[src/hdl/mec_pkg.sv]
// shared constants, types and register map for the mandelbrot escape colorizer
// no dependencies; used by every module of the block
package mec_pkg;

  localparam int ITER_LIMIT = 100;
  localparam int FRAC_BITS  = 28;

  localparam int C_W        = 32;
  localparam int COL_W      = 8;
  localparam int ITER_OUT_W = 7;
  localparam int DATA_W     = 32;
  localparam int REG_N      = 6;
  localparam int ADDR_W     = $clog2(4 * REG_N);
  localparam int IDX_W      = ADDR_W - 2;

  // integer bits of c (with sign); z may reach 4 plus the size of c after a step
  localparam int C_INT      = C_W - FRAC_BITS;
  localparam int Z_W        = FRAC_BITS + ((C_INT > 3) ? C_INT : 3) + 1;
  // multiplier operand: enough for |z| <= 2
  localparam int OP_W       = FRAC_BITS + 3;
  localparam int ACC_W      = (2 * OP_W > FRAC_BITS + Z_W) ? 2 * OP_W : FRAC_BITS + Z_W;

  localparam int CNT_W      = $clog2(ITER_LIMIT + 1);

  // color blend: floor(num / SPAN) by reciprocal multiply and one correction
  localparam int SPAN       = ITER_LIMIT - 1;
  localparam int SPAN_W     = $clog2(SPAN + 1);
  localparam int NUM_W      = COL_W + SPAN_W;
  localparam int RECIP_SH   = NUM_W + SPAN_W;
  localparam int RECIP_W    = NUM_W + 2;
  localparam int PRD_W      = NUM_W + RECIP_W;
  localparam int QE_W       = COL_W + 1;
  localparam int CHK_W      = QE_W + SPAN_W;

  localparam logic [RECIP_W-1:0] RECIP =
    RECIP_W'(((64'd1 << RECIP_SH) + 64'(SPAN) - 64'd1) / 64'(SPAN));

  localparam logic signed [Z_W-1:0]   Z_TWO    = Z_W'(1) << (FRAC_BITS + 1);
  localparam logic signed [ACC_W-1:0] ACC_FOUR = ACC_W'(1) << (2 * FRAC_BITS + 2);

  localparam logic [COL_W-1:0] RST_START_RED   = 8'd194;
  localparam logic [COL_W-1:0] RST_START_GREEN = 8'd252;
  localparam logic [COL_W-1:0] RST_START_BLUE  = 8'd199;
  localparam logic [COL_W-1:0] RST_END_RED     = 8'd140;
  localparam logic [COL_W-1:0] RST_END_GREEN   = 8'd10;
  localparam logic [COL_W-1:0] RST_END_BLUE    = 8'd196;

  typedef enum logic [IDX_W-1:0] {
    REG_START_RED   = 3'd0,
    REG_START_GREEN = 3'd1,
    REG_START_BLUE  = 3'd2,
    REG_END_RED     = 3'd3,
    REG_END_GREEN   = 3'd4,
    REG_END_BLUE    = 3'd5
  } reg_idx_t;

  // lane 0 red, 1 green, 2 blue
  typedef struct packed {
    logic [2:0][COL_W-1:0] first;
    logic [2:0][COL_W-1:0] last;
  } mec_palette_t;

  typedef struct packed {
    logic load;
    logic mul;
    logic step;
    logic col_num;
    logic col_div;
    logic col_fix;
  } mec_cmd_t;

  typedef struct packed {
    logic escape;
    logic last;
  } mec_stat_t;

endpackage

[src/hdl/mec_regs.sv]
// color configuration registers behind the apb-style port
// depends on mec_pkg
module mec_regs import mec_pkg::*; (
  input  logic                clk,
  input  logic                rst_n,
  input  logic                psel,
  input  logic                penable,
  input  logic                pwrite,
  input  logic [ADDR_W-1:0]   paddr,
  input  logic [DATA_W-1:0]   pwdata,
  output logic [DATA_W-1:0]   prdata,
  output logic                pready,
  output mec_palette_t        palette
);

  logic [2:0][COL_W-1:0] first_r, first_nxt;
  logic [2:0][COL_W-1:0] last_r, last_nxt;
  logic                  wr_en;
  reg_idx_t              idx;

  assign pready = 1'b1;
  assign wr_en  = psel & penable & pwrite;
  assign idx    = reg_idx_t'(paddr[ADDR_W-1:2]);

  always_comb begin
    first_nxt = first_r;
    last_nxt  = last_r;
    if (wr_en) begin
      case (idx)
        REG_START_RED:   first_nxt[0] = pwdata[COL_W-1:0];
        REG_START_GREEN: first_nxt[1] = pwdata[COL_W-1:0];
        REG_START_BLUE:  first_nxt[2] = pwdata[COL_W-1:0];
        REG_END_RED:     last_nxt[0]  = pwdata[COL_W-1:0];
        REG_END_GREEN:   last_nxt[1]  = pwdata[COL_W-1:0];
        REG_END_BLUE:    last_nxt[2]  = pwdata[COL_W-1:0];
        default: ;
      endcase
    end
  end

  always_ff @(posedge clk) begin
    if (!rst_n) begin
      first_r <= {RST_START_BLUE, RST_START_GREEN, RST_START_RED};
      last_r  <= {RST_END_BLUE, RST_END_GREEN, RST_END_RED};
    end else begin
      first_r <= first_nxt;
      last_r  <= last_nxt;
    end
  end

  always_comb begin
    case (idx)
      REG_START_RED:   prdata = DATA_W'(first_r[0]);
      REG_START_GREEN: prdata = DATA_W'(first_r[1]);
      REG_START_BLUE:  prdata = DATA_W'(first_r[2]);
      REG_END_RED:     prdata = DATA_W'(last_r[0]);
      REG_END_GREEN:   prdata = DATA_W'(last_r[1]);
      REG_END_BLUE:    prdata = DATA_W'(last_r[2]);
      default:         prdata = '0;
    endcase
  end

  assign palette.first = first_r;
  assign palette.last  = last_r;

endmodule

[config.mk]
export PLATFORM = sky130hd
export DESIGN_NAME = mec_regs
export DESIGN_NICKNAME = d
export VERILOG_FILES = /design/src/hdl/mec_pkg.sv /design/src/hdl/mec_regs.sv
export SDC_FILE = /design/constraint.sdc
export NUM_CORES = 1
export LEC_CHECK = 0
export ABC_CLOCK_PERIOD_IN_PS = 1200
export BUFFER_PORTS_ARGS = -buffer_cell sky130_fd_sc_hd__buf_4
export CAP_MARGIN = 20
export CORE_ASPECT_RATIO = 0.6
export CORE_UTILIZATION = 25
export CTS_BUF_LIST = sky130_fd_sc_hd__clkbuf_16
export CTS_CLUSTER_DIAMETER = 150
export CTS_CLUSTER_SIZE = 14
export DETAILED_ROUTE_END_ITERATION = 16
export SYNTH_ARGS = -nofsm -noshare
export SYNTH_HDL_FRONTEND = slang
export SYNTH_SLANG_ARGS = --single-unit
[constraint.sdc]
create_clock -name clk -period 1.2 [get_ports clk]
set_clock_uncertainty 0.1 [all_clocks]
set_input_delay 0.12 -clock clk [delete_from_list [all_inputs] [get_ports clk]]
set_output_delay 0.12 -clock clk [all_outputs]
set_load 0.05 [all_outputs]
After elaboration in Yosys (flattened, before gate mapping)
Index checks and enable logic that the tools add are counted.

storage, ports and cells
  flip-flop bits (word level) = 48
  logic and storage cells = 21

cells by class
  equal/unequal tests = 5
  multiplexer cells = 1
  bitwise logic cells = 2
  reductions and logical operators = 7

operators by type and width
  kind                                                             number
  8-bit one-hot mux with 6 select lines                            1
  2-bit AND reduction                                              6
  3-bit by 2-bit == test with 1-bit output, second input constant  2
  3-bit == test, second input constant                             2
  3-bit by 1-bit == test with 1-bit output, second input constant  1
  3-bit logical NOT                                                1
  1-bit bitwise AND                                                2

Longest topological paths before layout
  depth in word-level cells = 3
  gate-level depth with buffers = 5

Least setup slack after synthesis
Ideal clock, no wire load.

  path kind = reg2out
  start = reg last_r, in the netlist palette[17]
  end = out prdata[1]
  data arrival time = 2.040 ns
  data required time = 0.980 ns
  path slack = -1.060 ns
  stages on the path, launching flop included = 4
  path buffers = 0
  cell sequence = dfxtp_1 mux2_2 a22oi_1 o21ai_0

between the ends
  longest elaborated chain between the ends = 1

ends and longest elaborated chain
  what                                   line            text
  from (decl)                            mec_regs.sv:17  logic [2:0][COL_W-1:0] last_r, last_nxt;
  from (signal assigned)                 mec_regs.sv:44  last_r <= {RST_END_BLUE, RST_END_GREEN, RST_END_RED};
  from (signal assigned)                 mec_regs.sv:47  last_r <= last_nxt;
  8-bit one-hot mux with 6 select lines  mec_regs.sv:52  case (idx)
  to (decl)                              mec_regs.sv:11  output logic [DATA_W-1:0] prdata,

Every way passes these cells.

Worst setup path in the final report
  start = reg last_r, in the netlist palette[5]
  end = out prdata[5]

Same word-level chain as after synthesis.

==> metrics.cfg <==
[outcome]
status=complete, but fails checks
failed_checks=negative setup slack

[die]
die_h_microns=80.2
initial_utilization_pct=25.8
core_sq_um=9880
io_pins=123
dieArea_sq_um=10600
fp.dieW_microns=132
row_count=28

[worst_setup_path]
cpPeakStageDelay_ps=490
worstPathMaxFanout=2
critPathArrivalTime_ps=1430
required_ps=980
cp_top_family=multiplexers
crit_type=reg -> out
critPathSlowestCell=mux4_2
crit_path_end_kind=output port
critPathLaunchType=flip-flop
path_cells=mux4_2 -> nand2_4 -> o21ai_4 -> buf_6
path_buf_inv=1

[global_routing]
antenna_found_initial=0
grt-ovfl-total=0
grt_pass1_vias=2380
grt_start_max_net_pins=31
grt_pass1_wl_microns=13600
grt_use_total_pct=17.2

[yosys]
synth_cell_types=35
synth-seq-cells=48
syn_inst=279
synth_area_per_cell_sq_um=9.12
synth_flop_cell=dfxtp_1
seq_area_frac_synth_pct=37.8
async_reset_ff_share_pct=0
synth_edf_count=0
syn-cell-area_sq_um=2540
yosysWarnings=0

[clock_network]
cts_tree=yes
h-tree-depth=2
path_clk_slew_ps=70
clock_path_buffers=2
cts-buffers-inserted=5
clock-root-buffer=clkbuf_16
clkLatencyLatePin_ps=290
cts_sinks=48

[layout]
antenna_cells=0
largest_register_ffs=48
area_delta_synth_final_pct=60.2
final.fill_count=987
fin_nets=442
drive_gt1_share_pct=56.9
fin_util_pct=41.3

[detailed_routing]
wl_per_cell_microns=16.4
vias=2471
wl_met1_microns=4560
dr_wl_met2_microns=3560
topRoutingLayerUsed=met4
drt_iter0_drc=187
dr.pass1.iters=6
drtAntennaViolNets=0
route.met3.wl_microns=614
post-route-drc-count=0
viasPerCell=4.61
wl_microns=8780

[placement]
gp_congestion=0.801
dp_hpwl_microns=6780
place.port_buffers=71

[power]
p_per_area_nw_per_um2=937
p_sw_share_pct=32.0
comb_power_share_pct=22.4
p_leak_uw=0.00184
seq_power_share_pct=41.2
clkPwrFrac_pct=36.3
p_int_uw=2600
peakVddDrop_v=0.000554
p_switching_uw=1220

[timing]
setup-violations-final=8
hold_viol=0
timing.final.ws_setup_ps=-451
setup_tns_ps=-2990
min_period_ps=1650
drv_slew=0
fmax_ghz=0.606
period_share_pct=138
rsz0062_at_grt=true

[worst_hold_path]
hold_class=in -> reg

[run]
cap_violations=0

## cell usage in the layout (no fill, tap or decap), types with 4 or more instances in the layout
cell type | Yosys | routed
nand2b_1 | 5 | 5
mux2_4 | 0 | 6
o211ai_1 | 8 | 8
dfxtp_2 | 0 | 25
a31oi_1 | 4 | 4
a22oi_2 | 0 | 4
buf_12 | 0 | 4
a21oi_1 | 4 | 4
mux2i_1 | 31 | 30
nand2_1 | 38 | 35
o21ai_4 | 0 | 6
buf_6 | 4 | 10
dlygate4sd3_1 | 0 | 4
dfxtp_4 | 0 | 22
nor2_2 | 2 | 4
nand2_4 | 3 | 4
a32oi_2 | 0 | 5
buf_4 | 30 | 115
nand3_1 | 19 | 19
conb_1 | 2 | 25
clkbuf_16 | 0 | 5
inv_1 | 11 | 11
o21ai_0 | 18 | 13
## layout make-up
type / count / area, sq um / area share [%]
tap: 135 / 169 / 4.14
clock buffer: 5 / 125 / 3.07
timing repair buffer: 134 / 1110 / 27.2
sequential: 48 / 1070 / 26.4
clock inverter: 3 / 13.8 / 0.338
multi-input combinational: 200 / 1540 / 37.8
inverter: 11 / 41.3 / 1.01
## final timing paths
kind	start	endpoint	slack, ps	cells after the start
max reg2reg	palette[39]	palette[39]	210	4
max	palette[5]	prdata[5]	-450	4
min reg2reg	palette[0]	palette[0]	370	2
min	pwdata[6]	palette[46]	4	3
## cell families after synthesis
logic type             count (synthesis)  share of synthesized area, %
DFF                                   48                          37.8
buffers and inverters                 54                          13.8
AOI/OAI and AO/OA                     50                          12.8
muxes                                 40                          17.5
and+or+nand+nor                       85                          17.8
other                                  2                         0.295
## cells in the mapped netlist (3+ instances only)
| cell type | number | share of area, % |
|---|---|---|
| a21oi_1 | 4 | 0.79 |
| a22oi_1 | 5 | 1.5 |
| a31oi_1 | 4 | 0.98 |
| a32oi_1 | 5 | 1.7 |
| buf_2 | 3 | 0.59 |
| buf_4 | 30 | 8.8 |
| buf_6 | 4 | 1.8 |
| clkbuf_1 | 4 | 0.59 |
| dfxtp_1 | 48 | 38 |
| inv_1 | 11 | 1.6 |
| mux2_2 | 6 | 2.7 |
| mux2i_1 | 31 | 12 |
| mux4_2 | 3 | 2.7 |
| nand2_1 | 38 | 5.6 |
| nand2_4 | 3 | 1.3 |
| nand2b_1 | 5 | 1.2 |
| nand3_1 | 19 | 3.7 |
| nor2_1 | 3 | 0.44 |
| nor2b_1 | 5 | 1.2 |
| o211ai_1 | 8 | 2.4 |
| o21ai_0 | 18 | 3.5 |
| o311ai_0 | 3 | 1.0 |
## worst min-delay path, cell delays in order
cell,delay (ps)
buf_4,110
nand3_1,60
nand3_1,70
## timing repair
item | CTS | global route
endpoints found under the hold margin | 4 | 0
buffers inserted | 1 | 1
hold buffers | 4 | 0
pin swaps | 9 | 5
resized for setup | 20 | 10
setup endpoints to repair | 8 | 17
gates cloned | 0 | 0
## through the flow
stage,hold WS [ps],setup WS [ps],total power [uW],instances,cell area (sq um)
after global routing,24.2,-500,3990,536,4080
after detailed placement,289,-311,2420,523,3770
after CTS,0.246,-476,3840,536,4050
final,4.18,-451,3820,536,4080
after floorplan,148,-106,2240,302,2900
after global placement,284,-296,2410,523,3770
## power groups by stage
stage / Combinational (uW) / Sequential [uW] / Clock [uW]
after floorplan: 571 / 1660 / 0
final: 857 / 1580 / 1390
after global routing: 899 / 1580 / 1510
after global placement: 799 / 1610 / 0
after CTS: 845 / 1580 / 1420
after detailed placement: 804 / 1610 / 0
## layer usage
metal | global-route usage [%] | up-vias
met5 | 0 | -
met4 | 4.71 | 0
met3 | 3.98 | 4
met2 | 24.0 | 98
met1 | 25.7 | 1188
li1 | - | 1181
Note: power is estimated with default switching activity, not from simulation.
