===== src/hdl/mec_pkg.sv =====
// shared constants, types and register map for the mandelbrot escape colorizer
// no dependencies; used by every module of the block
package mec_pkg;

  localparam int ITER_LIMIT = 100;
  localparam int FRAC_BITS  = 28;

  localparam int C_W        = 32;
  localparam int COL_W      = 8;
  localparam int ITER_OUT_W = 7;
  localparam int DATA_W     = 32;
  localparam int REG_N      = 6;
  localparam int ADDR_W     = $clog2(4 * REG_N);
  localparam int IDX_W      = ADDR_W - 2;

  // integer bits of c (with sign); z may reach 4 plus the size of c after a step
  localparam int C_INT      = C_W - FRAC_BITS;
  localparam int Z_W        = FRAC_BITS + ((C_INT > 3) ? C_INT : 3) + 1;
  // multiplier operand: enough for |z| <= 2
  localparam int OP_W       = FRAC_BITS + 3;
  localparam int ACC_W      = (2 * OP_W > FRAC_BITS + Z_W) ? 2 * OP_W : FRAC_BITS + Z_W;

  localparam int CNT_W      = $clog2(ITER_LIMIT + 1);

  // color blend: floor(num / SPAN) by reciprocal multiply and one correction
  localparam int SPAN       = ITER_LIMIT - 1;
  localparam int SPAN_W     = $clog2(SPAN + 1);
  localparam int NUM_W      = COL_W + SPAN_W;
  localparam int RECIP_SH   = NUM_W + SPAN_W;
  localparam int RECIP_W    = NUM_W + 2;
  localparam int PRD_W      = NUM_W + RECIP_W;
  localparam int QE_W       = COL_W + 1;
  localparam int CHK_W      = QE_W + SPAN_W;

  localparam logic [RECIP_W-1:0] RECIP =
    RECIP_W'(((64'd1 << RECIP_SH) + 64'(SPAN) - 64'd1) / 64'(SPAN));

  localparam logic signed [Z_W-1:0]   Z_TWO    = Z_W'(1) << (FRAC_BITS + 1);
  localparam logic signed [ACC_W-1:0] ACC_FOUR = ACC_W'(1) << (2 * FRAC_BITS + 2);

  localparam logic [COL_W-1:0] RST_START_RED   = 8'd194;
  localparam logic [COL_W-1:0] RST_START_GREEN = 8'd252;
  localparam logic [COL_W-1:0] RST_START_BLUE  = 8'd199;
  localparam logic [COL_W-1:0] RST_END_RED     = 8'd140;
  localparam logic [COL_W-1:0] RST_END_GREEN   = 8'd10;
  localparam logic [COL_W-1:0] RST_END_BLUE    = 8'd196;

  typedef enum logic [IDX_W-1:0] {
    REG_START_RED   = 3'd0,
    REG_START_GREEN = 3'd1,
    REG_START_BLUE  = 3'd2,
    REG_END_RED     = 3'd3,
    REG_END_GREEN   = 3'd4,
    REG_END_BLUE    = 3'd5
  } reg_idx_t;

  // lane 0 red, 1 green, 2 blue
  typedef struct packed {
    logic [2:0][COL_W-1:0] first;
    logic [2:0][COL_W-1:0] last;
  } mec_palette_t;

  typedef struct packed {
    logic load;
    logic mul;
    logic step;
    logic col_num;
    logic col_div;
    logic col_fix;
  } mec_cmd_t;

  typedef struct packed {
    logic escape;
    logic last;
  } mec_stat_t;

endpackage


===== src/hdl/mec_ctrl.sv =====
// controller: sequences load, multiply, update and the three color steps
// depends on mec_pkg; commands mec_dp, reads its escape and last status
module mec_ctrl import mec_pkg::*; (
  input  logic      clk,
  input  logic      rst_n,
  input  logic      start,
  input  mec_stat_t stat,
  output mec_cmd_t  cmd,
  output logic      busy,
  output logic      out_valid
);

  typedef enum logic [2:0] {
    ST_IDLE,
    ST_MUL,
    ST_UPD,
    ST_CNUM,
    ST_CDIV,
    ST_CFIX
  } state_t;

  state_t state_r;
  logic   busy_r, valid_r;
  logic   accept;

  assign accept = start && !busy_r;

  always_comb begin
    cmd = '0;
    case (state_r)
      ST_IDLE: cmd.load    = accept;
      ST_MUL:  cmd.mul     = 1'b1;
      ST_UPD:  cmd.step    = !stat.escape;
      ST_CNUM: cmd.col_num = 1'b1;
      ST_CDIV: cmd.col_div = 1'b1;
      ST_CFIX: cmd.col_fix = 1'b1;
      default: cmd = '0;
    endcase
  end

  always_ff @(posedge clk) begin
    if (!rst_n) begin
      state_r <= ST_IDLE;
      busy_r  <= 1'b0;
      valid_r <= 1'b0;
    end else begin
      valid_r <= 1'b0;
      case (state_r)
        ST_IDLE: begin
          if (accept) begin
            state_r <= ST_MUL;
            busy_r  <= 1'b1;
          end
        end
        ST_MUL: state_r <= ST_UPD;
        ST_UPD: begin
          if (stat.escape || stat.last) begin
            state_r <= ST_CNUM;
          end else begin
            state_r <= ST_MUL;
          end
        end
        ST_CNUM: state_r <= ST_CDIV;
        ST_CDIV: state_r <= ST_CFIX;
        ST_CFIX: begin
          state_r <= ST_IDLE;
          busy_r  <= 1'b0;
          valid_r <= 1'b1;
        end
        default: begin
          state_r <= ST_IDLE;
          busy_r  <= 1'b0;
        end
      endcase
    end
  end

  assign busy      = busy_r;
  assign out_valid = valid_r;

  a_valid_idle: assert property (@(posedge clk) disable iff (!rst_n)
    out_valid |-> !busy)
    else $error("result strobe while busy");

  a_accept_busy: assert property (@(posedge clk) disable iff (!rst_n)
    (start && !busy) |=> busy)
    else $error("accepted request did not raise busy");

  a_valid_pulse: assert property (@(posedge clk) disable iff (!rst_n)
    out_valid |=> !out_valid)
    else $error("result strobe longer than one cycle");

  a_step_no_escape: assert property (@(posedge clk) disable iff (!rst_n)
    cmd.step |-> (state_r == ST_UPD) && !stat.escape)
    else $error("step issued outside update or on escape");

endmodule


===== config.mk =====
export PLATFORM = sky130hd
export DESIGN_NAME = mec_ctrl
export DESIGN_NICKNAME = d
export VERILOG_FILES = /design/src/hdl/mec_pkg.sv /design/src/hdl/mec_ctrl.sv
export SDC_FILE = /design/constraint.sdc
export NUM_CORES = 1
export LEC_CHECK = 0
export BUFFER_PORTS_ARGS = -buffer_cell sky130_fd_sc_hd__buf_4
export CORE_AREA = 2 2 39 41
export DETAILED_ROUTE_END_ITERATION = 16
export DIE_AREA = 0 0 41 43
export PLACE_DENSITY = 0.52
export SETUP_SLACK_MARGIN = 0.05
export SYNTH_ARGS = -nofsm -noshare
export SYNTH_HDL_FRONTEND = slang
export SYNTH_SLANG_ARGS = --single-unit

===== constraint.sdc =====
create_clock -name clk -period 1.5 [get_ports clk]
set_input_delay 0.15 -clock clk [delete_from_list [all_inputs] [get_ports clk]]
set_output_delay 0.15 -clock clk [all_outputs]
set_load 0.1 [all_outputs]

Yosys cells after proc, flatten, opt, wreduce, memory -nomap -nowiden. Index checks and enable logic that the tools add are counted.

Eq/ne operators: 6. Muxes and demuxes: 11. Bitwise operators: 1. Reduce and logical (&&, ||, !) cells: 7.

Operators with widths (number): 3-bit case mux with 5 select lines (1); 1-bit two-way mux (7); 3-bit by 2-bit == test with 1-bit output, second input constant (2); 3-bit == test, second input constant (2); 4-bit OR reduction (1); 3-bit by 1-bit == test with 1-bit output, second input constant (1); 3-bit logical NOT (1); 3-bit two-way mux (1); 1-bit logical NOT (2); 2-bit two-way mux (1); 2-bit != test, second input constant (1); 1-bit case mux with 2 select lines (1); 2-bit AND reduction (1); 1-bit logical AND (1); 1-bit logical OR (1); 1-bit NOT (1).

Register bits: 5. Output and inout port bits: 8.

Longest topological paths before layout.
Depth after elaboration: 4. Gate-level depth with buffers: 4. Depth with buffers taken out: 3.

Least setup slack after synthesis. Ideal clock, no wire load.

Path kind: register to output. Start point: reg busy_r (netlist: busy). End point: out cmd[5] in the netlist's numbering. Arrival: 3.698 ns. Slack: -2.348 ns. Stages on the path, launching flop included: 2. Buffers on the path: 0. Cells stage by stage: dfxtp_1 -> nor4_1.

RTL lines: start: declaration (line mec_ctrl.sv:23) `logic busy_r, valid_r;`; start signal: assignment (line mec_ctrl.sv:44) `busy_r <= 1'b0;`; start signal: assignment (line mec_ctrl.sv:52) `busy_r <= 1'b1;`; start signal: assignment (line mec_ctrl.sv:67) `busy_r <= 1'b0;`; end: declaration (line mec_ctrl.sv:8) `output mec_cmd_t cmd,`.

==> reports/results.tsv <==
stage	metric	value	unit
yosys	syn_inst	28	
yosys	seq_area_frac_synth	31.7	%
final_layout	insertedDiodeCount	0	
clock_tree	insertion_delay	240	ps
yosys	synth_nets	33	
pwr	p_per_area	1100	nW/um^2
global_routing	grt_pass1_vias	216	
sta	min_period	1430	ps
pwr	netSwitchingPower	223	uW
clock_tree	clk_path_buf_depth	2	
yosys	avgSynthCellArea	11.3	sq um
pwr	p_int	319	uW
setup_path	slowest_stage	dfxtp_4	
detailed_routing	drt_first_pass_iters	2	
clock_tree	cts_buffers	3	
yosys	synth_seq_cells	5	
placed_design	io_buffers	12	
global_routing	use_met2	13.4	%
pwr	irDropWorstVdd	0.000555	V
floorplan	initial_utilization	22.8	%
setup_path	crit_type	flop to output pin	
setup_path	crit_family	simple AND/OR/NAND/NOR gates	
floorplan	ioPinCount	13	
hold_path	hold_class	input pin to flop	
clock_tree	clk_pin_slew	40	ps
clock_tree	cts_tree	built	
job	drv_cap	0	
global_routing	grt_overflow	0	
detailed_routing	post-route-drc-count	0	
pwr	power_leakage	0.000204	uW
sta	fmax	702	MHz
sta	fin_skew	2.53	ps
global_routing	use_met1	10.0	%
floorplan	dieHeight	43	um
pwr	netSwitchingFraction	41.2	%
global_routing	antenna_found_initial	0	
floorplan	dieArea	1760	sq um
setup_path	critPathLaunchType	flop	
detailed_routing	antenna_left	0	
clock_tree	clock-sinks	5	
global_routing	grt_pass1_wl	1.03	mm
pwr	sequentialPowerShare	31.6	%
floorplan	die_w	41	um
sta	finalHoldWorstSlack	135	ps
sta	drv_slew	0	
yosys	ys_warn_count	0	
global_routing	grt_usage	9.55	%
final_layout	drive_above_1_share	76.7	%
yosys	synth.distinct_cells	20	
clock_tree	cts_root_buffer	clkbuf_4	
setup_path	cpPeakStageDelay	350	ps
sta	worst_pin_slew	332	ps
status	status	complete, no violations	
global_routing	grt_use_met3	9.42	%
pwr	clkPwrFrac	28.2	%
final_layout	final_nets	49	
sta	rsz0062_at_grt	yes	
floorplan	fp-row-count	14	
setup_path	worst_setup_path_end_kind	output pin	
detailed_routing	drt_iter0_markers	4	
sta	slew_headroom	77.7	%
final_layout	area_delta_synth_final	56.3	%
sta	fin_crit_sh	95.0	%
setup_path	crit_buf_inv	1	
setup_path	worstPathRequired	1350	ps
placed_design	place_hpwl	489	um
final_layout	filler_cell_count	143	
floorplan	core_area	1380	sq um
pwr	p_comb_share	40.1	%
setup_path	cp_cell_sequence	nand2b_4 > nor4_4 > buf_6	
global_routing	grt_max_degree	12	
yosys	syn_area	315	sq um
global_routing	busiest_layer	met2	
detailed_routing	vias	253	
setup_path	cp.arrival	1280	ps
final_layout	post-route-util	35.6	%
detailed_routing	wirelength	680	um
detailed_routing	wire_per_inst	11.5	um
sta	setup_viol	0	
placed_design	gp_congestion	0.706	
clock_tree	cts_hold_buf	0	
detailed_routing	viasPerCell	4.29	
clock_tree	htreeDepth	1	
setup_path	worstPathMaxFanout	4	
sta	finalHoldViolCount	0	
==> worst register-to-register path: stages (launching register included) <==
cell and delay, ps:
dfxtp_4 360, buf_4 140, o21ba_1 140, mux2i_1 160
nor3_2 50
==> per-layer routing <==
| layer | part of all wire, % | up-vias |
|---|---|---|
| met1 | 38 | 117 |
| li1 | - | 131 |
| met5 | 0 | - |
| met4 | 0 | 0 |
| met3 | 7.1 | 0 |
| met2 | 55 | 5 |
==> synth_stat cells <==
cell type | number | area share, %
nor4_1 | 1 | 2.0
a2111oi_2 | 1 | 4.8
mux2i_1 | 1 | 3.2
nand2b_4 | 1 | 4.4
o41ai_2 | 1 | 5.2
o21ba_1 | 1 | 3.2
nor4b_1 | 1 | 2.8
nor3b_1 | 1 | 2.4
nor3b_4 | 1 | 6.0
nor3_2 | 1 | 3.2
and3b_1 | 1 | 2.8
nand3_1 | 1 | 1.6
nor2_2 | 2 | 4.0
dfxtp_1 | 5 | 32
o21ai_0 | 1 | 1.6
inv_1 | 2 | 2.4
buf_6 | 3 | 11
a211oi_1 | 1 | 2.4
and3b_4 | 1 | 4.0
and2_1 | 1 | 2.0
==> cells by family (layout without fill, tap and decap cells) <==
family,Yosys count,in the layout,share of synthesized area (%)
mux,1,1,3.17
simple gates,12,12,34.9
flops,5,5,31.7
buf+inv,5,20,13.1
compound gates,5,5,17.1
==> power groups by stage <==
| stage | clock [uW] | combinational, uW | sequential [uW] |
|---|---|---|---|
| 5_1_grt | 185 | 223 | 174 |
| 4_1_cts | 163 | 202 | 180 |
| 3_5_place_dp | 0 | 197 | 182 |
| 2_1_floorplan | 0 | 164 | 186 |
| 3_3_place_gp | 0 | 195 | 179 |
| 6_report | 153 | 217 | 171 |
==> per-stage QoR <==
| stage | power (uW) | instances | setup WS [ps] | area, sq um | setup TNS [ps] |
|---|---|---|---|---|---|
| 6_report | 542 | 59 | 75.0 | 493 | 0 |
| 5_1_grt | 582 | 59 | 12.2 | 493 | 0 |
| 4_1_cts | 545 | 57 | 18.7 | 473 | 0 |
| 3_5_place_dp | 379 | 53 | 130 | 432 | 0 |
| 3_3_place_gp | 374 | 53 | 164 | 432 | 0 |
| 2_1_floorplan | 350 | 28 | -321 | 355 | -842 |
==> registers in the layout, summed over array words and instances, names as in the netlist <==
signal and flops:
state_r 3, out_valid 1, busy 1
==> layout by cell type (no fill, tap or decap) <==
cell type,instances
inv_1,2
and3b_2,1
a2111oi_2,1
dfxtp_1,1
nor2_2,2
o21ai_0,1
dfxtp_2,1
nor3b_2,1
a211oi_1,1
nor3_2,1
nor4_4,1
clkbuf_1,1
nand2b_4,1
o21ba_1,1
dfxtp_4,3
mux2i_1,1
and3b_4,1
buf_4,11
o41ai_2,1
nand3_1,1
and2_1,1
nor4b_4,1
nor3b_4,1
clkbuf_4,3
buf_6,3
==> worst paths after layout <==
kind	startpoint	endpoint	slack, ps	depth (start not counted)
hold / removal	rst_n	out_valid	140	2
hold reg to reg	busy	busy	530	2
setup / recovery	state_r[0]	cmd[5]	70	3
setup reg to reg	state_r[0]	state_r[1]	530	4
==> layout make-up <==
type | count | area, sq um | area share, %
Clock buffer | 4 | 26.3 | 5.33
Timing Repair Buffer | 14 | 116 | 23.6
Sequential cell | 5 | 113 | 22.8
Inverter | 2 | 7.51 | 1.52
Multi-Input combinational cell | 18 | 210 | 42.6
Tap cell | 16 | 20.0 | 4.06
==> what timing repair did <==
action,CTS,global route
endpoints found under the setup margin,6,5
buffers inserted,0,2
endpoints found under the hold margin,0,0
gates resized for setup,5,2
(Power assumes the default switching activity.)
